$ cat src/hw/rtl/lrukv_pkg.sv
package lrukv_pkg;

  localparam int CAPACITY = 16;
  localparam int IDX_W    = (CAPACITY > 1) ? $clog2(CAPACITY) : 1;
  localparam int RANK_W   = IDX_W;
  localparam int OCC_W    = $clog2(CAPACITY + 1);
  localparam int CFG_W    = 5;
  localparam int DATA_W   = 32;

  localparam logic [CFG_W-1:0]  CFG_RESET = CFG_W'(16);
  localparam logic [DATA_W-1:0] MISS_VALUE = '1;  // -1

  // Controller to datapath
  typedef struct packed {
    logic capture;  // load the request registers
    logic match;    // register lookup, free slot and victim
    logic commit;   // update entries and load the result register
  } cmd_t;

  // Datapath to controller
  typedef struct packed {
    logic out_space;  // result register is empty or being drained
  } status_t;

endpackage

$ cat src/hw/rtl/lru_key_value_cache.sv
// Sequence: the request is captured, the lookup is registered, and the result
//   register loads at commit, which waits while the consumer still holds it.
// Requests: a new one is taken only after the last has committed; each passes
//   three steps (capture, lookup, commit), all sharing the one flip-flop entry store.
// Reset: valid bits, recency ranks, occupancy and result valid clear;
//   entries_in_use returns to 16; keys and values are not cleared.
module lru_key_value_cache (
  input  logic                            clk,
  input  logic                            rst,
  // configuration: entries_in_use
  input  logic                            cfg_valid,
  output logic                            cfg_ready,
  input  logic [lrukv_pkg::CFG_W-1:0]     cfg_data,
  // request channel
  input  logic                            in_valid,
  output logic                            in_ready,
  input  logic                            func,
  input  logic signed [lrukv_pkg::DATA_W-1:0] key,
  input  logic signed [lrukv_pkg::DATA_W-1:0] value,
  // result channel
  output logic                            out_valid,
  input  logic                            out_ready,
  output logic                            hit,
  output logic signed [lrukv_pkg::DATA_W-1:0] read_value,
  output logic                            evicted,
  output logic signed [lrukv_pkg::DATA_W-1:0] evicted_key
);
  import lrukv_pkg::*;

  cmd_t    cmd;
  status_t status;

  // Sequence each transaction: capture the request, register the lookup,
  // then commit the store update and the result together.
  lrukv_ctrl u_ctrl (
    .clk      (clk),
    .rst      (rst),
    .in_valid (in_valid),
    .in_ready (in_ready),
    .status   (status),
    .cmd      (cmd)
  );

  // Hold the entries: parallel key compare, lowest free slot, and the victim
  // found as the valid entry ranked occupancy minus one (ranks stay a
  // permutation of 0 .. occupancy-1 over the valid entries).
  lrukv_datapath u_dp (
    .clk         (clk),
    .rst         (rst),
    .cfg_valid   (cfg_valid),
    .cfg_ready   (cfg_ready),
    .cfg_data    (cfg_data),
    .func        (func),
    .key         (key),
    .value       (value),
    .out_valid   (out_valid),
    .out_ready   (out_ready),
    .hit         (hit),
    .read_value  (read_value),
    .evicted     (evicted),
    .evicted_key (evicted_key),
    .cmd         (cmd),
    .status      (status)
  );

`ifndef SYNTHESIS
  // the controller drops ready for the rest of the transaction
  a_busy_after_accept: assert property (@(posedge clk) disable iff (rst)
    (in_valid && in_ready) |=> !in_ready)
    else $error("ready stayed high after request accept");

  // never overwrite a result the consumer has not taken
  a_commit_space: assert property (@(posedge clk) disable iff (rst)
    cmd.commit |-> status.out_space)
    else $error("commit into a full result register");

  a_commit_shows: assert property (@(posedge clk) disable iff (rst)
    cmd.commit |=> out_valid)
    else $error("commit did not raise out_valid");

  a_cmd_exclusive: assert property (@(posedge clk) disable iff (rst)
    $onehot0({cmd.capture, cmd.match, cmd.commit}))
    else $error("overlapping datapath commands");
`endif

endmodule

$ cat src/hw/rtl/lrukv_ctrl.sv
module lrukv_ctrl (
  input  logic               clk,
  input  logic               rst,
  input  logic               in_valid,
  output logic               in_ready,
  input  lrukv_pkg::status_t status,
  output lrukv_pkg::cmd_t    cmd
);
  import lrukv_pkg::*;

  typedef enum logic [1:0] {
    S_IDLE,
    S_MATCH,
    S_COMMIT
  } state_t;

  state_t state;

  assign in_ready = (state == S_IDLE);

  always_comb begin
    cmd.capture = (state == S_IDLE) && in_valid;
    cmd.match   = (state == S_MATCH);
    cmd.commit  = (state == S_COMMIT) && status.out_space;
  end

  always_ff @(posedge clk) begin
    if (rst) begin
      state <= S_IDLE;
    end else begin
      unique case (state)
        S_IDLE: begin
          if (in_valid) state <= S_MATCH;
        end
        S_MATCH: begin
          state <= S_COMMIT;
        end
        S_COMMIT: begin
          // hold until the result register can take the transaction
          if (status.out_space) state <= S_IDLE;
        end
        default: begin
          state <= S_IDLE;
        end
      endcase
    end
  end

endmodule

$ cat src/hw/rtl/lrukv_datapath.sv
module lrukv_datapath (
  input  logic                            clk,
  input  logic                            rst,
  input  logic                            cfg_valid,
  output logic                            cfg_ready,
  input  logic [lrukv_pkg::CFG_W-1:0]     cfg_data,
  input  logic                            func,
  input  logic signed [lrukv_pkg::DATA_W-1:0] key,
  input  logic signed [lrukv_pkg::DATA_W-1:0] value,
  output logic                            out_valid,
  input  logic                            out_ready,
  output logic                            hit,
  output logic signed [lrukv_pkg::DATA_W-1:0] read_value,
  output logic                            evicted,
  output logic signed [lrukv_pkg::DATA_W-1:0] evicted_key,
  input  lrukv_pkg::cmd_t                 cmd,
  output lrukv_pkg::status_t              status
);
  import lrukv_pkg::*;

  // Entry store
  logic [CAPACITY-1:0] entry_valid;
  logic [DATA_W-1:0]   entry_key   [CAPACITY];
  logic [DATA_W-1:0]   entry_value [CAPACITY];
  logic [RANK_W-1:0]   recency_rank [CAPACITY];
  logic [OCC_W-1:0]    occupied_count;
  logic [CFG_W-1:0]    entries_in_use;

  // Request registers
  logic              req_func;
  logic [DATA_W-1:0] req_key;
  logic [DATA_W-1:0] req_value;

  // Lookup registers
  logic              m_present;
  logic              m_fill;
  logic [IDX_W-1:0]  m_target;
  logic [RANK_W-1:0] m_old_rank;
  logic [DATA_W-1:0] m_read;
  logic [DATA_W-1:0] m_victim_key;

  // Lookup logic
  logic [CAPACITY-1:0] match_vec;
  logic [CAPACITY-1:0] victim_vec;
  logic [IDX_W-1:0]    found_idx;
  logic [IDX_W-1:0]    free_idx;
  logic [IDX_W-1:0]    victim_idx;
  logic [OCC_W-1:0]    occ_m1;
  logic [OCC_W-1:0]    limit;
  logic                present;
  logic                fill;
  logic                touch;

  assign cfg_ready = 1'b1;
  assign status.out_space = !out_valid || out_ready;

  always_comb begin
    if (entries_in_use == '0) begin
      limit = OCC_W'(1);
    end else if (32'(entries_in_use) > CAPACITY) begin
      limit = OCC_W'(CAPACITY);
    end else begin
      limit = OCC_W'(entries_in_use);
    end
  end

  assign occ_m1 = occupied_count - OCC_W'(1);

  always_comb begin
    found_idx  = '0;
    free_idx   = '0;
    victim_idx = '0;
    for (int i = CAPACITY - 1; i >= 0; i--) begin
      match_vec[i]  = entry_valid[i] && (entry_key[i] == req_key);
      victim_vec[i] = entry_valid[i] && (recency_rank[i] == RANK_W'(occ_m1));
      if (match_vec[i])    found_idx  = IDX_W'(i);
      if (!entry_valid[i]) free_idx   = IDX_W'(i);
      if (victim_vec[i])   victim_idx = IDX_W'(i);
    end
    present = |match_vec;
    fill    = (occupied_count < limit);
  end

  // a get miss leaves the store untouched
  assign touch = m_present || req_func;

  always_ff @(posedge clk) begin
    if (rst) begin
      entry_valid    <= '0;
      occupied_count <= '0;
      entries_in_use <= CFG_RESET;
      out_valid      <= 1'b0;
      for (int i = 0; i < CAPACITY; i++) begin
        recency_rank[i] <= '0;
      end
    end else begin
      if (cfg_valid) entries_in_use <= cfg_data;
      if (cmd.commit) begin
        out_valid <= 1'b1;
      end else if (out_ready) begin
        out_valid <= 1'b0;
      end
      if (cmd.commit && touch) begin
        for (int i = 0; i < CAPACITY; i++) begin
          if (IDX_W'(i) == m_target) begin
            recency_rank[i] <= '0;
          end else if (entry_valid[i] &&
                       ((!m_present && m_fill) || (recency_rank[i] < m_old_rank))) begin
            recency_rank[i] <= recency_rank[i] + RANK_W'(1);
          end
        end
        if (req_func && !m_present && m_fill) begin
          entry_valid[m_target] <= 1'b1;
          occupied_count        <= occupied_count + OCC_W'(1);
        end
      end
    end
  end

  always_ff @(posedge clk) begin
    if (cmd.capture) begin
      req_func  <= func;
      req_key   <= key;
      req_value <= value;
    end
    if (cmd.match) begin
      m_present    <= present;
      m_fill       <= fill;
      m_target     <= present ? found_idx : (fill ? free_idx : victim_idx);
      m_old_rank   <= present ? recency_rank[found_idx] : RANK_W'(occ_m1);
      m_read       <= entry_value[found_idx];
      m_victim_key <= entry_key[victim_idx];
    end
    if (cmd.commit) begin
      if (req_func) begin
        entry_value[m_target] <= req_value;
        if (!m_present) entry_key[m_target] <= req_key;
      end
      hit         <= m_present;
      read_value  <= req_func ? '0 : (m_present ? m_read : MISS_VALUE);
      evicted     <= req_func && !m_present && !m_fill;
      evicted_key <= (req_func && !m_present && !m_fill) ? m_victim_key : '0;
    end
  end

endmodule
$ cat config.mk
export PLATFORM = sky130hd
export DESIGN_NAME = lru_key_value_cache
export DESIGN_NICKNAME = d
export VERILOG_FILES = /design/src/hw/rtl/lrukv_pkg.sv /design/src/hw/rtl/lru_key_value_cache.sv /design/src/hw/rtl/lrukv_ctrl.sv /design/src/hw/rtl/lrukv_datapath.sv
export SDC_FILE = /design/constraint.sdc
export NUM_CORES = 2
export LEC_CHECK = 0
export BUFFER_PORTS_ARGS = -buffer_cell sky130_fd_sc_hd__buf_4
export CELL_PAD_IN_SITES_DETAIL_PLACEMENT = 0
export CELL_PAD_IN_SITES_GLOBAL_PLACEMENT = 1
export CORE_ASPECT_RATIO = 1.75
export CORE_MARGIN = 10
export CORE_UTILIZATION = 50
export DETAILED_ROUTE_END_ITERATION = 8
export GPL_ROUTABILITY_DRIVEN = 0
export PLACE_DENSITY_LB_ADDON = 0.1
export SYNTH_ARGS = -nofsm -noshare
export SYNTH_HDL_FRONTEND = slang
export SYNTH_SLANG_ARGS = --single-unit
$ cat constraint.sdc
create_clock -name clk -period 11.9 [get_ports clk]
set_clock_uncertainty 0.1 [all_clocks]
set_input_delay 2.38 -clock clk [delete_from_list [all_inputs] [get_ports clk]]
set_output_delay 2.38 -clock clk [all_outputs]
set_load 0.01 [all_outputs]
==> run_results.csv <==
group,metric,value,unit
timing,timing.final.hold_violations,0,
clock_tree,clk_latency,0.80,ns
critical_path,criticalPathCategory,"flip-flop to flip-flop",
global_route,wire_length_of_the_first_global_routing_pass,311.9,mm
timing,tightestPinTransition,1.476,ns
yosys,post_synth_main_area_contributors,"edfxtp_1, mux2i_1, xor2_1, xnor2_1, nand2_1",
cells_and_area,post_layout_utilization_of_the_core,55.82,%
clock_tree,cts.path.max_buffers,3,
timing,final.setup.worst_slack,5.395,ns
detailed_routing,drc,0,
timing,setup_total_negative_slack,0,ns
die,area_of_the_die,140900,µm²
critical_path,cp-end-kind,"flip-flop",
critical_path,worstPathArrival,6.93,ns
critical_path,path_buf_inv,4,
placement,placed_cell_area,65770,µm²
die,placement_rows,172,
clock_tree,clock_root_buffer,"clkbuf_16",
global_route,grt_antenna_before_repair,14,
yosys,syn-mean-instance-area,13.40,µm²
run_status,failed_checks,"capacitance limit, slew limit",
global_route,globalRouteOverflowTotal,0,
cells_and_area,layout.nets,4937,
detailed_routing,totalWireLength,224.0,mm
detailed_routing,dr.first_iter.drc_count,3639,
cells_and_area,final_cell_area,69920,µm²
clock_tree,post_cts_resize_count,0,
power_and_ir_drop,cellLeakagePower,24.96,nW
critical_path,cp_max_fo,61,
detailed_routing,avgRoutedWirePerCell,34.10,µm
global_route,grt_usage,31.54,%
critical_path,crit_top_cell,"buf_4",
timing,maxSlewHeadroom,-1.201,%
yosys,post_synth_instance_area,62870,µm²
power_and_ir_drop,p_total,9.710,mW
yosys,ys.warnings.count,0,
clock_tree,htree_levels,3,
critical_path,cp_top_family,"buffers and inverters",
run_status,status,"complete, but fails checks",
clock_tree,tritoncts,"built",
yosys,share_of_flip_flops_with_an_asynchronous_set_or_reset,0,%
yosys,netlist_instances,4692,
yosys,library_cell_with_the_largest_summed_area_after_synthesis,"edfxtp_1",
placement,instance_count_after_placement_with_tap_cells_included,6322,
cells_and_area,synthToLayoutAreaGrowth,11.22,%
clock_tree,clkSinkCount,1322,
timing,rsz0062_at_grt,"no",
cells_and_area,most_frequent_standard_cell_in_the_layout_excluding_fill_and_tap_cells,"edfxtp_1",
yosys,net_count_of_the_mapped_netlist,4837,
yosys,post-synth-top-area-fraction,61.76,%
die,io_pins,144,
critical_path,startpoint_kind_of_the_worst_setup_timing_path,"flip-flop",
clock_tree,cts_made_buffers,119,
power_and_ir_drop,power_per_cell_area,138.9,nW/µm²
worst_hold_path,hold_path.class,"flip-flop to flip-flop",
detailed_routing,dr_total_vias,41220,
detailed_routing,drtPass1Iterations,5,
clock_tree,clk_pin_slew,0.07,ns
timing,finalMaxSlewViolations,1,
timing,setup_violations,0,
timing,layout_min_cycle_time,6.505,ns
placement,dp_hpwl,148.3,mm
placement,place_ws,5.580,ns
critical_path,path_cells,"inv_1 > ha_1 > xor2_1 > nand3_1 > a211oi_1 > a41o_1 > a211oi_1 > or4_4 > a311oi_4 > buf_4 > buf_4 > buf_4 > mux2i_1 > a22oi_1 > nand2_1",
critical_path,worstPathRequired,12.32,ns
critical_path,crit_path_top_delay_cell,"ha_1",
global_route,via_count_of_the_first_global_routing_pass,41280,
placement,portBuffers,142,
clock_tree,cts.repair_timing.setup_buffer_count,0,
die,die_width,288.0,µm
yosys,yosysUniqueCellTypes,88,
yosys,seq_area_frac_synth,62.68,%
yosys,synth_edf_count,1293,
critical_path,max_stage_delay,0.95,ns
detailed_routing,vias_per_cell,6.275,
yosys,postSynthRegisterBits,1322,
die,placeableCoreArea,125300,µm²
timing,timing.fmax,153.7,MHz
global_route,grt_max_degree,161,
cells_and_area,layout_cells_sized_above_1,11.70,%
detailed_routing,drt.antenna.violating_nets,0,
timing,ratio_of_final_minimum_period_to_clock_period,54.66,%
timing,final.hold.worst_slack,0.4257,ns
power_and_ir_drop,ir_drop,167.1,µV
cells_and_area,layout_common_cells,"edfxtp_1, mux2i_1, xor2_1, nand2_1, buf_4",
die,fp.dieH,489.1,µm
die,starting_density_of_the_core,50.19,%
yosys,synth_ff_type,"edfxtp_1",
clock_tree,hold_fix_buffers_cts,0,
flow_run,maxCapViolCount,2,
cells_and_area,layout.cells.non_filler,6568,
## logic make-up after synthesis
| logic type | Yosys count | share of synthesized area, % |
|---|---|---|
| xor gates and xnor gates | 612 | 8.652 |
| and+or+nand+nor | 1208 | 9.641 |
| other | 1 | 0.005965 |
| DFF | 1322 | 62.68 |
| AOI/OAI and AO/OA | 607 | 6.600 |
| adders and majority gates | 70 | 1.393 |
| buffers and inverters | 367 | 2.874 |
| muxes | 505 | 8.150 |
## cell usage after synthesis (95+ instances only)
master and number:
nand4_1 95, mux2i_1 468, nor4_1 138, nor3_1 114
buf_2 112, edfxtp_1 1293, nor2_1 181, a21oi_1 153
xnor2_1 252, xor2_1 355, clkbuf_1 121, nand3_1 142
nand2_1 344
## power breakdown
part / internal (mW) / total (mW) / leakage, nW / switching [mW]
Combinational: 0.124 / 0.435 / 11.0 / 0.312
Sequential: 5.16 / 5.23 / 12.0 / 0.0718
Clock: 2.20 / 4.04 / 1.98 / 1.84
## state kept, by name, summed over array words and instances, names as in the netlist, 2 cells and up
register and count:
u_dp.entry_key 512, u_dp.req_value 32, u_dp.evicted_key 32, u_dp.read_value 32, u_dp.entry_valid 16, u_dp.m_target 4
u_ctrl.state 2, u_dp.occupied_count 5, u_dp.entry_value 512, u_dp.recency_rank 64, u_dp.entries_in_use 5, u_dp.m_victim_key 32
u_dp.req_key 32, u_dp.m_old_rank 4, u_dp.m_read 32
## cell type report
| type | instances | area, µm² |
|---|---|---|
| diodes | 19 | 47.55 |
| clock buffers | 128 | 3012 |
| clock inverters | 97 | 1054 |
| fillers | 10440 | 55330 |
| inverters | 81 | 304.0 |
| multi-input cells | 3003 | 21980 |
| flip-flops and latches | 1322 | 39410 |
| well taps | 1653 | 2068 |
| repair buffers | 265 | 2043 |
## final timing paths
path	from	to	slack [ns]	depth (start not counted)
setup reg to reg	u_dp.occupied_count[1]	u_dp.m_victim_key[12]	5.40	15
hold reg to reg	u_dp.m_victim_key[14]	u_dp.evicted_key[14]	0.43	1
setup / recovery	u_dp.occupied_count[1]	u_dp.m_victim_key[12]	5.40	15
hold / removal	u_dp.m_victim_key[14]	u_dp.evicted_key[14]	0.43	1
## worst reg2reg max path: stages (launching register included)
cell and delay, ns:
dfxtp_1 0.50, inv_1 0.08, ha_1 0.95, xor2_1 0.21
nand3_1 0.10, a211oi_1 0.31, a41o_1 0.18, a211oi_1 0.09
or4_4 0.50, a311oi_4 0.30, buf_4 0.83, buf_4 0.62
buf_4 0.87, mux2i_1 0.33, a22oi_1 0.24, nand2_1 0.07
## per-layer routing
layer / global-route usage [%] / wire length, µm
met3: 4.750 / 12010
met5: 0 / 63
met2: 55.07 / 115700
met1: 32.95 / 74700
met4: 27.02 / 21450
(Power assumes the default switching activity.)
